[src/rtl/core/assert_macros.svh]
// Assertion helpers shared by the RTL. Every check is clocked on i_clk and
// is switched off while the synchronous reset i_rst_n is low.
`ifndef ASSERT_MACROS_SVH
`define ASSERT_MACROS_SVH

// Same-cycle implication: when ante holds, cons must hold in that cycle.
`define ASSERT_SAME(lbl, ante, cons, msg) \
    lbl: assert property (@(posedge i_clk) disable iff (!i_rst_n) (ante) |-> (cons)) \
        else $error(msg);

// Next-cycle implication: when ante holds, cons must hold in the next cycle.
`define ASSERT_NEXT(lbl, ante, cons, msg) \
    lbl: assert property (@(posedge i_clk) disable iff (!i_rst_n) (ante) |=> (cons)) \
        else $error(msg);

`endif

[src/rtl/core/b64sc_pkg.sv]
package b64sc_pkg;

    // Results one request can cause: a byte that opens a group and ends the message.
    localparam int unsigned MAX_RESULTS = 4;
    localparam int unsigned CNT_W       = $clog2(MAX_RESULTS + 1);
    localparam int unsigned QUEUE_DEPTH = 2;

    localparam logic [7:0] CHAR_PAD   = 8'h3D;  // '='
    localparam logic [7:0] CHAR_PLUS  = 8'h2B;  // '+'
    localparam logic [7:0] CHAR_SLASH = 8'h2F;  // '/'
    localparam logic [7:0] CHAR_UC_A  = 8'h41;
    localparam logic [7:0] CHAR_UC_Z  = 8'h5A;
    localparam logic [7:0] CHAR_LC_A  = 8'h61;
    localparam logic [7:0] CHAR_LC_Z  = 8'h7A;
    localparam logic [7:0] CHAR_0     = 8'h30;
    localparam logic [7:0] CHAR_9     = 8'h39;

    localparam logic DIR_ENCODE = 1'b0;
    localparam logic DIR_DECODE = 1'b1;

    // One queued work entry: the result bytes of one request, oldest first.
    typedef struct packed {
        logic [CNT_W-1:0]             count;
        logic [MAX_RESULTS-1:0][7:0]  data;
    } t_entry;

    // Six-bit symbol to alphabet character.
    function automatic logic [7:0] sym_char(input logic [5:0] v);
        logic [7:0] w;
        w = {2'b00, v};
        if (v < 6'd26) begin
            sym_char = w + CHAR_UC_A;
        end else if (v < 6'd52) begin
            sym_char = w + (CHAR_LC_A - 8'd26);
        end else if (v < 6'd62) begin
            sym_char = w - (8'd52 - CHAR_0);
        end else if (v == 6'd62) begin
            sym_char = CHAR_PLUS;
        end else begin
            sym_char = CHAR_SLASH;
        end
    endfunction

    // Character to six-bit symbol; anything outside the alphabet maps to 63.
    function automatic logic [5:0] char_value(input logic [7:0] c);
        logic [7:0] d;
        d = 8'd0;
        case (c) inside
            [CHAR_UC_A:CHAR_UC_Z]: d = c - CHAR_UC_A;
            [CHAR_LC_A:CHAR_LC_Z]: d = c - CHAR_LC_A + 8'd26;
            [CHAR_0:CHAR_9]:       d = c - CHAR_0 + 8'd52;
            CHAR_PLUS:             d = 8'd62;
            default:               d = 8'd63;
        endcase
        char_value = d[5:0];
    endfunction

endpackage

[src/rtl/core/b64sc_in_if.sv]
interface b64sc_in_if;
    logic       valid;
    logic       ready;
    logic [7:0] in_byte;
    logic       in_last;

    modport source (output valid, output in_byte, output in_last, input ready);
    modport sink   (input valid, input in_byte, input in_last, output ready);
endinterface

[src/rtl/core/b64sc_out_if.sv]
interface b64sc_out_if;
    logic       valid;
    logic       ready;
    logic [7:0] out_byte;
    logic       out_last;

    modport source (output valid, output out_byte, output out_last, input ready);
    modport sink   (input valid, input out_byte, input out_last, output ready);
endinterface

[src/rtl/core/b64sc_front.sv]
module b64sc_front
    import b64sc_pkg::*;
(
    input  logic       i_clk,
    input  logic       i_rst_n,
    input  logic       i_cfg_we,
    input  logic       i_cfg_wdata,
    input  logic       i_valid,
    output logic       o_ready,
    input  logic [7:0] i_byte,
    input  logic       i_last,
    output logic       o_push,
    input  logic       i_push_ready,
    output t_entry     o_entry
);

    logic       r_dir;
    logic [1:0] r_pos;
    logic [5:0] r_lo;
    logic       r_pad;
    logic [1:0] n_pos;
    logic [5:0] n_lo;
    logic       n_pad;
    logic [1:0] pos_e;
    logic [5:0] v;
    logic       accept;

    assign o_ready = i_push_ready;
    assign accept  = i_valid && i_push_ready;
    assign o_push  = accept && (o_entry.count != '0);
    assign pos_e   = (r_pos == 2'd3) ? 2'd0 : r_pos;
    assign v       = char_value(i_byte);

    always_comb begin
        n_pos         = r_pos;
        n_lo          = r_lo;
        n_pad         = r_pad;
        o_entry.count = '0;
        o_entry.data  = '0;
        if (r_dir == DIR_ENCODE) begin
            case (pos_e)
                2'd0: begin
                    o_entry.data[0] = sym_char(i_byte[7:2]);
                    o_entry.count   = CNT_W'(1);
                    n_lo            = {i_byte[1:0], 4'b0000};
                    n_pos           = 2'd1;
                end
                2'd1: begin
                    o_entry.data[0] = sym_char({r_lo[5:4], i_byte[7:4]});
                    o_entry.count   = CNT_W'(1);
                    n_lo            = {i_byte[3:0], 2'b00};
                    n_pos           = 2'd2;
                end
                default: begin
                    o_entry.data[0] = sym_char({r_lo[5:2], i_byte[7:6]});
                    o_entry.data[1] = sym_char(i_byte[5:0]);
                    o_entry.count   = CNT_W'(2);
                    n_lo            = '0;
                    n_pos           = 2'd0;
                end
            endcase
            if (i_last) begin
                // Flush the partial group: leftover bits, then padding.
                if (n_pos == 2'd1) begin
                    o_entry.data[1] = sym_char(n_lo);
                    o_entry.data[2] = CHAR_PAD;
                    o_entry.data[3] = CHAR_PAD;
                    o_entry.count   = CNT_W'(4);
                end else if (n_pos == 2'd2) begin
                    o_entry.data[1] = sym_char(n_lo);
                    o_entry.data[2] = CHAR_PAD;
                    o_entry.count   = CNT_W'(3);
                end
            end
        end else begin
            if (!r_pad) begin
                if (r_pos == 2'd0) begin
                    n_lo  = v;
                    n_pos = 2'd1;
                end else if (r_pos == 2'd1) begin
                    o_entry.data[0] = {r_lo, v[5:4]};
                    o_entry.count   = CNT_W'(1);
                    n_lo            = {2'b00, v[3:0]};
                    n_pos           = 2'd2;
                end else if (i_byte == CHAR_PAD) begin
                    n_pad = 1'b1;
                end else if (r_pos == 2'd2) begin
                    o_entry.data[0] = {r_lo[3:0], v[5:2]};
                    o_entry.count   = CNT_W'(1);
                    n_lo            = {4'b0000, v[1:0]};
                    n_pos           = 2'd3;
                end else begin
                    o_entry.data[0] = {r_lo[1:0], v};
                    o_entry.count   = CNT_W'(1);
                    n_lo            = '0;
                    n_pos           = 2'd0;
                end
            end
        end
        if (i_last) begin
            n_pos = 2'd0;
            n_lo  = '0;
            n_pad = 1'b0;
        end
    end

    always_ff @(posedge i_clk) begin
        if (!i_rst_n) begin
            r_dir <= DIR_ENCODE;
            r_pos <= '0;
            r_lo  <= '0;
            r_pad <= 1'b0;
        end else if (i_cfg_we) begin
            r_dir <= i_cfg_wdata;
            r_pos <= '0;
            r_lo  <= '0;
            r_pad <= 1'b0;
        end else if (accept) begin
            r_pos <= n_pos;
            r_lo  <= n_lo;
            r_pad <= n_pad;
        end
    end

endmodule

[src/rtl/core/b64sc_queue.sv]
module b64sc_queue
    import b64sc_pkg::*;
#(
    parameter int unsigned DEPTH = QUEUE_DEPTH
) (
    input  logic   i_clk,
    input  logic   i_rst_n,
    input  logic   i_push,
    output logic   o_push_ready,
    input  t_entry i_entry,
    output logic   o_valid,
    input  logic   i_pop,
    output t_entry o_entry
);

    localparam int unsigned PTR_W = (DEPTH > 1) ? $clog2(DEPTH) : 1;
    localparam int unsigned CNT_Q = $clog2(DEPTH + 1);

    t_entry             r_mem [DEPTH];
    logic [PTR_W-1:0]   r_wr_ptr;
    logic [PTR_W-1:0]   r_rd_ptr;
    logic [CNT_Q-1:0]   r_fill;

    assign o_push_ready = (r_fill != CNT_Q'(DEPTH));
    assign o_valid      = (r_fill != '0);
    assign o_entry      = r_mem[r_rd_ptr];

    always_ff @(posedge i_clk) begin
        if (i_push) begin
            r_mem[r_wr_ptr] <= i_entry;
        end
    end

    always_ff @(posedge i_clk) begin
        if (!i_rst_n) begin
            r_wr_ptr <= '0;
            r_rd_ptr <= '0;
            r_fill   <= '0;
        end else begin
            if (i_push) begin
                r_wr_ptr <= (r_wr_ptr == PTR_W'(DEPTH - 1)) ? '0 : r_wr_ptr + 1'b1;
            end
            if (i_pop) begin
                r_rd_ptr <= (r_rd_ptr == PTR_W'(DEPTH - 1)) ? '0 : r_rd_ptr + 1'b1;
            end
            if (i_push && !i_pop) begin
                r_fill <= r_fill + 1'b1;
            end else if (i_pop && !i_push) begin
                r_fill <= r_fill - 1'b1;
            end
        end
    end

endmodule

[src/rtl/core/b64sc_back.sv]
module b64sc_back
    import b64sc_pkg::*;
(
    input  logic       i_clk,
    input  logic       i_rst_n,
    input  logic       i_valid,
    input  t_entry     i_entry,
    output logic       o_pop,
    output logic       o_valid,
    input  logic       i_ready,
    output logic [7:0] o_byte,
    output logic       o_last
);

    localparam int unsigned IDX_W = $clog2(MAX_RESULTS);

    logic [IDX_W-1:0] r_idx;
    logic             fire;

    assign o_valid = i_valid;
    assign o_byte  = i_entry.data[r_idx];
    assign o_last  = (CNT_W'(r_idx) == i_entry.count - CNT_W'(1));
    assign fire    = i_valid && i_ready;
    assign o_pop   = fire && o_last;

    always_ff @(posedge i_clk) begin
        if (!i_rst_n) begin
            r_idx <= '0;
        end else if (fire) begin
            r_idx <= o_last ? '0 : r_idx + 1'b1;
        end
    end

endmodule

[src/rtl/core/base64_stream_codec.sv]
// Streaming Base64 codec with the standard alphabet and '=' padding. The
// direction register (i_cfg_wdata, written with i_cfg_we; the user must
// write it only while the block is idle, the block does not enforce this;
// every write also clears the group state) selects encode (0: bytes in,
// characters out) or decode (1: characters in, bytes out). Requests are
// taken on i_in at one per cycle while the queue has room; a request that
// completes no character or byte produces nothing. Each encoded byte yields
// one or two characters, and the byte flagged in_last flushes the open
// group, so it can yield up to four. Decode yields at most one byte per
// character; after '=' in the third or fourth place of a group the rest of
// the message is dropped, and in_last always restarts the group. On o_out,
// out_last marks the final result of each input request. Output delivers
// one result per cycle while o_out.ready is high, so sustained input rate
// is bounded by results per request (for encode about 4/3 results per byte
// on long messages). A request's results are queued and offered from the head.
module base64_stream_codec
    import b64sc_pkg::*;
#(
    parameter int unsigned QDEPTH = QUEUE_DEPTH
) (
    input  logic          i_clk,
    input  logic          i_rst_n,
    input  logic          i_cfg_we,
    input  logic          i_cfg_wdata,
    b64sc_in_if.sink      i_in,
    b64sc_out_if.source   o_out
);

`include "assert_macros.svh"

    // Front: classifies each request and combinationally builds its full list
    // of results. Back: plays a list out one result per cycle while o_out.ready
    // is high. The small queue between them lets the front keep accepting while
    // the back is stalled on a multi-result flush or a busy consumer.
    t_entry front_entry;
    t_entry head_entry;
    logic   q_push;
    logic   q_push_ready;
    logic   q_valid;
    logic   q_pop;
    logic   entry_count_ok;
    logic   out_mid;

    b64sc_front u_front (
        .i_clk        (i_clk),
        .i_rst_n      (i_rst_n),
        .i_cfg_we     (i_cfg_we),
        .i_cfg_wdata  (i_cfg_wdata),
        .i_valid      (i_in.valid),
        .o_ready      (i_in.ready),
        .i_byte       (i_in.in_byte),
        .i_last       (i_in.in_last),
        .o_push       (q_push),
        .i_push_ready (q_push_ready),
        .o_entry      (front_entry)
    );

    // The queue holds whole result lists, so one entry per request that yields results.
    b64sc_queue #(
        .DEPTH (QDEPTH)
    ) u_queue (
        .i_clk        (i_clk),
        .i_rst_n      (i_rst_n),
        .i_push       (q_push),
        .o_push_ready (q_push_ready),
        .i_entry      (front_entry),
        .o_valid      (q_valid),
        .i_pop        (q_pop),
        .o_entry      (head_entry)
    );

    // The back retires the head entry only once its final result is taken.
    b64sc_back u_back (
        .i_clk    (i_clk),
        .i_rst_n  (i_rst_n),
        .i_valid  (q_valid),
        .i_entry  (head_entry),
        .o_pop    (q_pop),
        .o_valid  (o_out.valid),
        .i_ready  (o_out.ready),
        .o_byte   (o_out.out_byte),
        .o_last   (o_out.out_last)
    );

    assign entry_count_ok = (front_entry.count != '0) &&
                            (front_entry.count <= CNT_W'(MAX_RESULTS));
    assign out_mid        = o_out.valid && o_out.ready && !o_out.out_last;

    // The front must never write an entry into a full queue.
    `ASSERT_SAME(a_no_push_full, q_push, q_push_ready, "push into full queue")
    // Every queued entry carries between one and four results.
    `ASSERT_SAME(a_push_count, q_push, entry_count_ok, "bad entry count")
    // A result that is not the last of its request is always followed by more.
    `ASSERT_NEXT(a_more_follows, out_mid, o_out.valid, "result list cut short")

endmodule
[src/flat_wrapper.sv]
// flat-port wrapper written by rule: the top's interface ports become plain ports
module base64_stream_codec_flat import b64sc_pkg::*;
#(
    parameter int unsigned QDEPTH = QUEUE_DEPTH
)
  (i_clk, i_rst_n, i_cfg_we, i_cfg_wdata, i_in_valid, i_in_in_byte, i_in_in_last, i_in_ready, o_out_valid, o_out_out_byte, o_out_out_last, o_out_ready);
  b64sc_in_if i_in_i ();
  b64sc_out_if o_out_i ();
  input  logic i_clk;
  input  logic i_rst_n;
  input  logic i_cfg_we;
  input  logic i_cfg_wdata;
  input wire logic [$bits(i_in_i.valid)-1:0] i_in_valid;
  input wire logic [$bits(i_in_i.in_byte)-1:0] i_in_in_byte;
  input wire logic [$bits(i_in_i.in_last)-1:0] i_in_in_last;
  output wire logic [$bits(i_in_i.ready)-1:0] i_in_ready;
  output wire logic [$bits(o_out_i.valid)-1:0] o_out_valid;
  output wire logic [$bits(o_out_i.out_byte)-1:0] o_out_out_byte;
  output wire logic [$bits(o_out_i.out_last)-1:0] o_out_out_last;
  input wire logic [$bits(o_out_i.ready)-1:0] o_out_ready;
  assign i_in_i.valid = i_in_valid;
  assign i_in_i.in_byte = i_in_in_byte;
  assign i_in_i.in_last = i_in_in_last;
  assign i_in_ready = i_in_i.ready;
  assign o_out_valid = o_out_i.valid;
  assign o_out_out_byte = o_out_i.out_byte;
  assign o_out_out_last = o_out_i.out_last;
  assign o_out_i.ready = o_out_ready;
  base64_stream_codec #(.QDEPTH(QDEPTH)) u_core (.i_clk(i_clk), .i_rst_n(i_rst_n), .i_cfg_we(i_cfg_we), .i_cfg_wdata(i_cfg_wdata), .i_in(i_in_i), .o_out(o_out_i));
endmodule
[config.mk]
export PLATFORM = sky130hd
export DESIGN_NAME = base64_stream_codec_flat
export DESIGN_NICKNAME = d
export VERILOG_FILES = /design/src/rtl/core/b64sc_pkg.sv /design/src/rtl/core/b64sc_in_if.sv /design/src/rtl/core/b64sc_out_if.sv /design/src/rtl/core/b64sc_front.sv /design/src/rtl/core/b64sc_queue.sv /design/src/rtl/core/b64sc_back.sv /design/src/rtl/core/base64_stream_codec.sv /design/src/flat_wrapper.sv
export VERILOG_INCLUDE_DIRS = /design/src /design/src/rtl/core
export SDC_FILE = /design/constraint.sdc
export NUM_CORES = 1
export LEC_CHECK = 0
export ABC_CLOCK_PERIOD_IN_PS = 3200
export BUFFER_PORTS_ARGS = -buffer_cell sky130_fd_sc_hd__buf_2
export CAP_MARGIN = 20
export CELL_PAD_IN_SITES_DETAIL_PLACEMENT = 1
export CELL_PAD_IN_SITES_GLOBAL_PLACEMENT = 2
export CORE_ASPECT_RATIO = 1.5
export CORE_MARGIN = 4
export CORE_UTILIZATION = 25
export CTS_CLUSTER_DIAMETER = 100
export DETAILED_ROUTE_END_ITERATION = 8
export GPL_ROUTABILITY_DRIVEN = 0
export PLACE_DENSITY = 0.61
export RECOVER_POWER = 25
export SYNTH_ARGS = -nofsm -noshare
export SYNTH_HDL_FRONTEND = slang
export SYNTH_SLANG_ARGS = --single-unit
export TNS_END_PERCENT = 1
[constraint.sdc]
create_clock -name i_clk -period 3.2 [get_ports i_clk]
set_clock_uncertainty 0.1 [all_clocks]
set_input_delay 0.32 -clock i_clk [delete_from_list [all_inputs] [get_ports i_clk]]
set_output_delay 0.32 -clock i_clk [all_outputs]
set_load 0.03 [all_outputs]
==> results of run 1 <==
==> placed cells by master, fill, tap and decap left out, types with 19 or more instances in the layout <==
| cell | Yosys | routed |
|---|---|---|
| a21oi_1 | 51 | 50 |
| buf_4 | 0 | 49 |
| edfxtp_1 | 40 | 40 |
| nand2_1 | 39 | 39 |
| o21ai_0 | 36 | 37 |
| nor2_1 | 34 | 34 |
| nand3_1 | 31 | 31 |
| inv_1 | 31 | 31 |
| ha_1 | 30 | 30 |
| nor3_1 | 22 | 22 |
| buf_2 | 5 | 19 |
==> worst max-delay path, delay by kind of cell <==
kind	cells	cell delay [ns]
AND/OR/NAND/NOR	2	0.46
AO/OA/AOI/OAI	4	1.14
buffers and inverters	1	0.48
adder cells (fa/ha/maj)	1	0.45
==> per-layer routing <==
metal  share of wire, %  track usage, %
met5                  0               0
met3                3.1           2.093
met4                2.9           6.467
met1                 39           19.39
met2                 55           35.12
==> state kept, by name (all words and copies together), names as in the netlist, named ones only <==
| register | count |
|---|---|
| u_core.u_back.r_idx | 2 |
| u_core.u_front.r_dir | 1 |
| u_core.u_front.r_lo | 6 |
| u_core.u_front.r_pad | 1 |
| u_core.u_front.r_pos | 2 |
| u_core.u_queue.r_fill | 2 |
| u_core.u_queue.r_mem | 40 |
| u_core.u_queue.r_rd_ptr | 1 |
| u_core.u_queue.r_wr_ptr | 1 |
==> report_power, final <==
| group | internal, W | switching (W) |
|---|---|---|
| Combinational | 0.000283 | 0.000510 |
| Clock | 0.000688 | 0.000354 |
| Sequential | 0.000877 | 0.0000358 |
| Total | 0.00185 | 0.000899 |
==> what timing repair did <==
item / 4_1_cts / 5_1_grt
hold buffers: 0 / 0
endpoints found under the hold margin: 0 / 0
endpoints found under the setup margin: 0 / 2
gates resized for setup: 0 / 2
==> stage by stage <==
stage,worst slack (ns),total power [W],cells
floorplan,-0.1761,0.001443,604
global placement,0.06794,0.001722,903
detailed placement,0.1082,0.001740,903
CTS,0.06179,0.002791,919
global route,0.02840,0.002890,919
finish,0.2259,0.002748,919
==> cell families (layout without fill, tap and decap cells) <==
kind of cell	count (synthesis)	in the layout	share of synthesized area (%)
and+or+nand+nor	208	208	21.18
AOI/OAI and AO/OA	189	189	25.71
buffers and inverters	76	127	5.938
DFF	57	57	29.86
adders and majority gates	30	30	7.271
muxes	23	23	6.471
xor gates and xnor gates	21	21	3.563
==> area by class of cell <==
class | count | area (um^2)
fillers | 2409 | 14190
multi-input cells | 471 | 3323
flip-flops and latches | 57 | 1541
repair buffers | 77 | 496.7
well taps | 264 | 330.3
clock buffers | 9 | 225.2
inverters | 34 | 127.6
clock inverters | 7 | 103.9
==> path summary, 6_finish.rpt <==
path / from / end
worst max register to register: u_core.u_front.r_pos[0]$_SDFFE_PP0P_ / u_core.u_queue.r_mem[1][7]$_DFFE_PP_
worst min register to register: u_core.u_front.r_lo[1]$_SDFFE_PP0P_ / u_core.u_front.r_lo[1]$_SDFFE_PP0P_
worst max-delay path: i_in_in_byte[3] / u_core.u_queue.r_mem[0][0]$_DFFE_PP_
worst min-delay path: i_cfg_wdata / u_core.u_front.r_dir$_SDFFE_PN0P_
==> reports/summary.txt, run 1 <==
WL final: 20350 um
synth cell count leaders: 51 x a21oi_1, 40 x edfxtp_1, 39 x nand2_1, 36 x o21ai_0, 34 x nor2_1
Post-synth top flop: edfxtp_1
die width: 125.3 um
CP Max Fanout: 12
first-pass GRT wire length: 32220 um
PD cells: 446.9 mW/mm^2
Core ar.: 0.02034 mm^2
Leak: 2.217 nW
Via Count: 5101
die height: 184.0 um
FP Rows: 64
diode count: 0
vias in the first global route: 5519
Cells after Synth: 604
Vias/cell: 5.551
worst-path cell chain: clkbuf_1 > ha_1 > a21oi_1 > a211oi_1 > nor2_1 > a2111oi_2 > a211o_1 > nand4_1
first drt pass iteration count: 5
Setup crit end kind: flop
Data required, critical path: 3.09 ns
CTS tree: built
Mapped Area: 0.005162 mm^2
Hold Vio Cnt, Final: 0
Crit path largest cell delay: 0.52 ns
post-CTS setup buffers: 0
Fmax: 336.2 MHz
Slowest-stage cell, CP: a211oi_1
Initial DRC Count: 333
final slew viol count: 0
Nets: 695
WS Path Type: in -> reg
Final setup viols: 0
register area share after synthesis: 29.86%
Root Driver: clkbuf_16
I/O pin count: 26
startpoint types: input pin
status: finished clean
initial antenna violation count: 0
Placement Cell Area: 0.005837 mm^2
Yosys top cell by area: edfxtp_1
Overflow after GRT: 0
largest net degree at the start of global routing: 26
post-synthesis register bit count: 57
Worst-Skew Late Latency: 0.33 ns
setup tns final: 0 ns
peak supply drop: 256.1 uV
RSZ-0062 raised after global routing: no
CTS clock-pin slew for the worst setup and hold paths: 0.05 ns
worst hold path class: in -> reg
antenna-violating nets left: 0
die area: 0.02306 mm^2
fin area: 0.006148 mm^2
clock buffer depth: 2
P&R area growth vs syn: 19.10%
DRC viols: 0
largest cells by area after synthesis: edfxtp_1 23%, ha_1 7.3%, dfxtp_1 6.6%, a21oi_1 4.9%, o21ai_0 3.5%
total of max-cap violations: 0
Max-slew headroom: 32.55%
share of the synthesized area in the top cell type: 23.27%
Worst Max-Slew Pin Slew: 1.012 ns
FF-to-FF path depth: 6
cell with the most instances after synthesis: a21oi_1
port bufs: 25
register-to-register setup slack: 0.25 ns
Arr. time, crit path: 2.86 ns
Sink Count: 57
post-DP HPWL: 16370 um
initial core utilization: 25.38%
final core occ: 30.23%
gr usage total: 17.84%
Max H-tree Level: 3
layout cells sized above 1: 17.25%
Netlist cell types: 83
hold_ws: 0.1746 ns
EDFF count, synth: 40
asr flop ratio synth: 0%
Syn. warnings: 0
Syn Area/Cell: 8.547 um^2
minimum clock period: 2.974 ns
period utilization: 92.94%
routed len/inst: 22.14 um
TritonCTS buffer count: 9
syn_nets: 649
WHS Path Cells: 3
Power figures use the tool's default switching activity.
==> inputs of run 2 (changes only) <==
- CORE_UTILIZATION: 25 -> 35
- PLACE_DENSITY: 0.61 -> 0.8
==> reports/summary.txt, run 2 (synthesized netlist as in run 1, its figures left out) <==
total of max-cap violations: 0 (unchanged)
Hold-fix buffers, CTS: 0 (unchanged)
routed len/inst: 22.51 um (+1.6%)
worst-path cell chain: buf_2 > inv_1 > ha_1 > and3_1 > a211oi_1 > nor2_1 > a2111oi_1 > a211oi_2 > o211ai_1
Sink Count: 57 (unchanged)
gr usage total: 22.82% (+5.0 points)
Crit path largest cell delay: 0.49 ns (-0.03 ns)
first-pass GRT wire length: 29820 um (-7.4%)
Leak: 2.163 nW (-2.4%)
setup tns final: 0 ns (unchanged)
startpoint types: input pin
RR Endpoint: u_core.u_queue.r_mem[1][11]$_DFFE_PP_
hold_ws: 0.1694 ns (-0.005239 ns)
peak supply drop: 280.0 uV (+9.4%)
min-delay src: i_cfg_wdata
PD cells: 454.6 mW/mm^2 (+1.7%)
CP Max Fanout: 10 (-2)
initial antenna violation count: 0 (unchanged)
WHS Endpoint: u_core.u_front.r_dir$_SDFFE_PN0P_
worst hold path class: in -> reg
Max-slew headroom: 53.45% (+21 points)
final slew viol count: 0 (unchanged)
status: finished clean
Slowest-stage cell, CP: a211oi_1
Worst-Skew Late Latency: 0.33 ns (about the same)
Hold Vio Cnt, Final: 0 (unchanged)
minimum clock period: 3.067 ns (+0.09271 ns)
post-CTS setup buffers: 0 (unchanged)
# fillers: 1718 (-29%)
CTS clock-pin slew for the worst setup and hold paths: 0.05 ns (about the same)
Worst path depth: 9 (+1)
Vias/cell: 6.155 (+11%)
layout cells sized above 1: 16.17% (-1.1 points)
clock buffer depth: 2 (unchanged)
period utilization: 95.84% (+2.9 points)
DRC viols: 0 (unchanged)
initial core utilization: 35.54% (+10 points)
storage element area: 0.001541 mm^2 (unchanged)
Final setup viols: 0 (unchanged)
die area: 0.01680 mm^2 (-27%)
WS Path Type: in -> reg
Max H-tree Level: 3 (unchanged)
footprint of the multi-input gates: 0.003341 mm^2 (+0.53%)
register-to-register setup slack: 0.19 ns (-0.06 ns)
biggest regs: u_core.u_queue.r_mem (40), u_core.u_front.r_lo (6)
Data required, critical path: 3.19 ns (+0.10 ns)
largest net degree at the start of global routing: 26 (unchanged)
vias in the first global route: 5328 (-3.5%)
WL final: 18880 um (-7.2%)
CTS tree: built
Worst R2R Start: u_core.u_front.r_pos[0]$_SDFFE_PP0P_
first drt pass iteration count: 6 (+1)
I/O pin count: 26 (unchanged)
die height: 156.7 um (-15%)
Initial DRC Count: 287 (-14%)
pre-CTS WS: -0.1330 ns (-0.2412 ns)
port bufs: 25 (unchanged)
Top reg by flops: u_core.u_queue.r_mem
Nets: 683 (-1.7%)
Overflow after GRT: 0 (unchanged)
max reg flops: 40 (unchanged)
post-DP HPWL: 14830 um (-9.4%)
FF-to-FF path depth: 11 (+5)
Buf/Inv on CP: 2 (+1)
most common cell after layout, fill and taps aside: a21oi_1
Setup crit end kind: flop
antenna-violating nets left: 0 (unchanged)
Worst Max-Slew Pin Slew: 0.6920 ns (-0.3198 ns)
FP Rows: 54 (-16%)
Fmax: 326.1 MHz (-3.0%)
diode count: 0 (unchanged)
most frequent cells in the layout: 50 x a21oi_1, 40 x edfxtp_1, 39 x nand2_1, 38 x buf_4, 37 x o21ai_0
P&R area growth vs syn: 16.12%
Final WS setup: 0.1332 ns (-0.09271 ns)
Core ar.: 0.01453 mm^2 (-29%)
Top delay family on crit path: compound AO/OA/AOI/OAI gates
Root Driver: clkbuf_16
die width: 107.2 um (-14%)
Via Count: 5164 (+1.2%)
TritonCTS buffer count: 9 (unchanged)
WHS Path Cells: 3 (unchanged)
Arr. time, crit path: 3.06 ns (+0.20 ns)
[run 2: cell type report]
| type | instances | share of cell area, % |
|---|---|---|
| clock inverter | 7 | 1.712 |
| multi-input combinational | 471 | 55.73 |
| sequential | 57 | 25.71 |
| inverter | 34 | 2.129 |
| tap | 196 | 4.091 |
| timing repair buffer | 65 | 6.867 |
| clock buffer | 9 | 3.757 |
[run 2: worst max path at each step]
stage | slack (ns) | end | startpoint
6_report | 0.13 | u_core.u_queue.r_mem[0][3]$_DFFE_PP_ | i_in_in_byte[2]
5_1_grt | -0.002 | u_core.u_queue.r_mem[1][11]$_DFFE_PP_ | u_core.u_front.r_pos[0]$_SDFFE_PP0P_
4_1_cts | 0.06 | u_core.u_queue.r_mem[0][11]$_DFFE_PP_ | u_core.u_front.r_pos[0]$_SDFFE_PP0P_
3_5_place_dp | -0.13 | u_core.u_queue.r_mem[0][3]$_DFFE_PP_ | i_in_in_byte[2]
3_3_place_gp | -0.10 | u_core.u_queue.r_mem[0][3]$_DFFE_PP_ | i_in_in_byte[2]
2_1_floorplan | -0.18 | u_core.u_queue.r_mem[0][0]$_DFFE_PP_ | i_in_in_byte[7]
[run 2: power breakdown]
group          internal, W  leakage [nW]  total (W)  switching [W]
registers         0.000876         0.516   0.000907      0.0000315
clock network     0.000688         0.157    0.00104       0.000348
logic             0.000276          1.49   0.000782       0.000507
[run 2: layer usage]
metal  wire [um]  vias to the layer above  GRT usage [%]  part of all wire [%]
met5           0                        -              0                     0
met4        1062                        0          13.53                   5.6
met3         646                       59          2.889                   3.4
met2        9947                      149          41.45                    53
met1        7227                     2589          25.07                    38
li1            -                     2367              -                     -
[run 2: worst min-delay path: stages]
cell and delay [ns]:
buf_2 0.08, mux2i_1 0.06, nor2b_1 0.10
[run 2: timing repair]
| action | CTS | global route |
|---|---|---|
| gates resized for setup | 1 | 3 |
| endpoints found under the setup margin | 2 | 6 |
| pin swaps | 0 | 0 |
[run 2: metrics by stage]
stage	utilization [%]	cells	instance area, um^2	power (W)
floorplan	-	604	5167	0.001443
global placement	38.96	823	5659	0.001680
detailed placement	38.96	823	5659	0.001705
CTS	41.26	839	5993	0.002750
global route	41.27	839	5995	0.002857
finish	41.27	839	5995	0.002725
==> inputs of run 3 (changes only) <==
- CELL_PAD_IN_SITES_GLOBAL_PLACEMENT: 2 -> 1
- CORE_UTILIZATION: 35 -> 43
- SLEW_MARGIN: default -> 15
==> reports/summary.txt, run 3 (synthesized netlist as in run 1, its figures left out) <==
Overflow after GRT: 0 (unchanged)
Via Count: 5313 (+2.9%)
post-CTS setup buffers: 0 (unchanged)
Comb power frac: 29.5% (+0.8 points)
Setup crit end kind: flop
TritonCTS buffer count: 9 (unchanged)
startpoint types: flop
Clock power frac: 36.3% (-1.7 points)
CTS tree: built
RSZ-0062 raised after global routing: no
Vias/cell: 6.777 (+10%)
P&R area growth vs syn: 13.16%
most frequent cells in the layout: 50 x a21oi_1, 40 x edfxtp_1, 39 x nand2_1, 37 x o21ai_0, 33 x nor2_1
worst hold path class: in -> reg
port bufs: 25 (unchanged)
Fmax: 330.4 MHz (+1.3%)
Top reg by flops: u_core.u_queue.r_mem
pre-CTS WS: 0.1491 ns (+0.2821 ns)
first-pass GRT wire length: 30860 um (+3.5%)
placed cells: 768 (-6.7%)
Max-slew headroom: 35.78% (-18 points)
gr usage total: 28.39% (+5.6 points)
clock buffer depth: 2 (unchanged)
Worst R2R Start: u_core.u_front.r_pos[1]$_SDFFE_PP0P_
Worst-Skew Late Latency: 0.33 ns (about the same)
biggest regs: u_core.u_queue.r_mem (40), u_core.u_front.r_lo (6)
Max H-tree Level: 3 (unchanged)
footprint of the multi-input gates: 0.003333 mm^2 (-0.22%)
antenna-violating nets left: 0 (unchanged)
critical path startpoint: u_core.u_front.r_pos[1]$_SDFFE_PP0P_
period utilization: 94.59% (-1.2 points)
Nets: 674 (-1.3%)
Leak: 2.114 nW (-2.3%)
CP Max Fanout: 8 (-2)
Worst Max-Slew Pin Slew: 0.9634 ns (+0.2714 ns)
Sink Count: 57 (unchanged)
fin area: 0.005842 mm^2 (-2.5%)
die height: 142.2 um (-9.3%)
Pint: 0.001765 W (-4.1%)
minimum clock period: 3.027 ns (-0.03989 ns)
die width: 97.47 um (-9.0%)
diode count: 0 (unchanged)
FP Rows: 48 (-11%)
total of max-cap violations: 0 (unchanged)
largest net degree at the start of global routing: 26 (unchanged)
Hold Vio Cnt, Final: 0 (unchanged)
min-delay src: i_cfg_wdata
WL final: 19540 um (+3.5%)
vias in the first global route: 5465 (+2.6%)
die area: 0.01386 mm^2 (-17%)
Post-CTS Resized: 0 (-1)
WS Path Type: reg -> reg
Psw: 0.0009239 W (+4.3%)
Post-Layout Cell Count: 784 (-6.6%)
Hold-fix buffers, CTS: 0 (unchanged)
routed len/inst: 24.93 um (+11%)
Final setup viols: 0 (unchanged)
PD cells: 460.3 mW/mm^2 (+1.2%)
post-DP HPWL: 14360 um (-3.2%)
Final WS setup: 0.1731 ns (+0.03989 ns)
most common cell after layout, fill and taps aside: a21oi_1
peak supply drop: 364.3 uV (+30%)
initial core utilization: 44.31% (+8.8 points)
I/O pin count: 26 (unchanged)
max reg flops: 40 (unchanged)
status: finished clean
Tot Pwr: 0.002689 W (-1.3%)
DRC viols: 0 (unchanged)
Switching Share: 34.36% (+1.9 points)
Data required, critical path: 3.16 ns (-0.03 ns)
CTS clock-pin slew for the worst setup and hold paths: 0.06 ns (about the same)
initial antenna violation count: 0 (unchanged)
final core occ: 50.14% (+8.9 points)
layout cells sized above 1: 14.98% (-1.2 points)
Arr. time, crit path: 2.99 ns (-0.07 ns)
Root Driver: clkbuf_16
Flop pwr share: 34.2% (+0.9 points)
# fillers: 1372 (-20%)
Core ar.: 0.01165 mm^2 (-20%)
Placement Cell Area: 0.005534 mm^2 (-2.2%)
storage element area: 0.001541 mm^2 (unchanged)
final slew viol count: 0 (unchanged)
Initial DRC Count: 486 (+69%)
first drt pass iteration count: 5 (-1)
==> run 3: cell count changes in the layout (fill, tap and decap cells not counted), moves of 2 or more <==
cell / previous run / this run
buf_4: 38 / 28
bufinv_16: 2 / 0
clkbuf_16: 9 / 11
clkinv_2: 0 / 2
inv_6: 2 / 0
==> run 3: per-layer routing <==
metal  share of wire (%)  wire, um  GRT usage [%]  vias up
li1                    -         -              -     2343
met1                  37      7194          30.53     2642
met2                  52     10260          52.62      247
met3                 4.4       856          2.943       81
met4                 6.3      1233          18.16        0
met5                   0         0              0        -
==> run 3: power groups by stage <==
| stage | clock network, W | registers (W) | logic [W] |
|---|---|---|---|
| after floorplan | 0 | 0.000908 | 0.000535 |
| after global placement | 0 | 0.000921 | 0.000737 |
| after detailed placement | 0 | 0.000929 | 0.000774 |
| after CTS | 0.000977 | 0.000919 | 0.000788 |
| after global routing | 0.00101 | 0.000925 | 0.000851 |
| final | 0.000977 | 0.000919 | 0.000793 |
==> run 3: per-stage QoR <==
stage	TNS, ns	hold WS, ns
floorplan	-3.592	0.3375
global placement	0	0.3862
detailed placement	0	0.3954
CTS	0	0.1509
global route	0	0.1891
finish	0	0.1474
==> run 3: worst max-delay path, stage by stage, from the launching register on <==
cell and delay [ns]:
dfxtp_1 0.34, inv_1 0.11, ha_1 0.35, nor2b_1 0.31
nand2_1 0.22, inv_1 0.12, ha_1 0.23, o21ai_0 0.14
a21oi_2 0.28, nor3b_1 0.31, a211o_1 0.16, a21oi_1 0.08
==> run 3: cell type report <==
class | instances | area share, %
Inverter | 34 | 2.185
Clock buffer | 11 | 4.712
Multi-Input combinational cell | 471 | 57.06
Sequential cell | 57 | 26.39
Timing Repair Buffer | 56 | 5.847
Clock inverter | 5 | 0.5997
Tap cell | 150 | 3.213
==> run 3: path summary, 6_finish.rpt <==
kind / end / slack (ns) / cells past startpoint
min: u_core.u_front.r_dir$_SDFFE_PN0P_ / 0.15 / 3
max: u_core.u_queue.r_mem[1][11]$_DFFE_PP_ / 0.17 / 11
max reg2reg: u_core.u_queue.r_mem[1][11]$_DFFE_PP_ / 0.17 / 11
min reg2reg: u_core.u_front.r_pad$_SDFFE_PP0P_ / 0.41 / 2
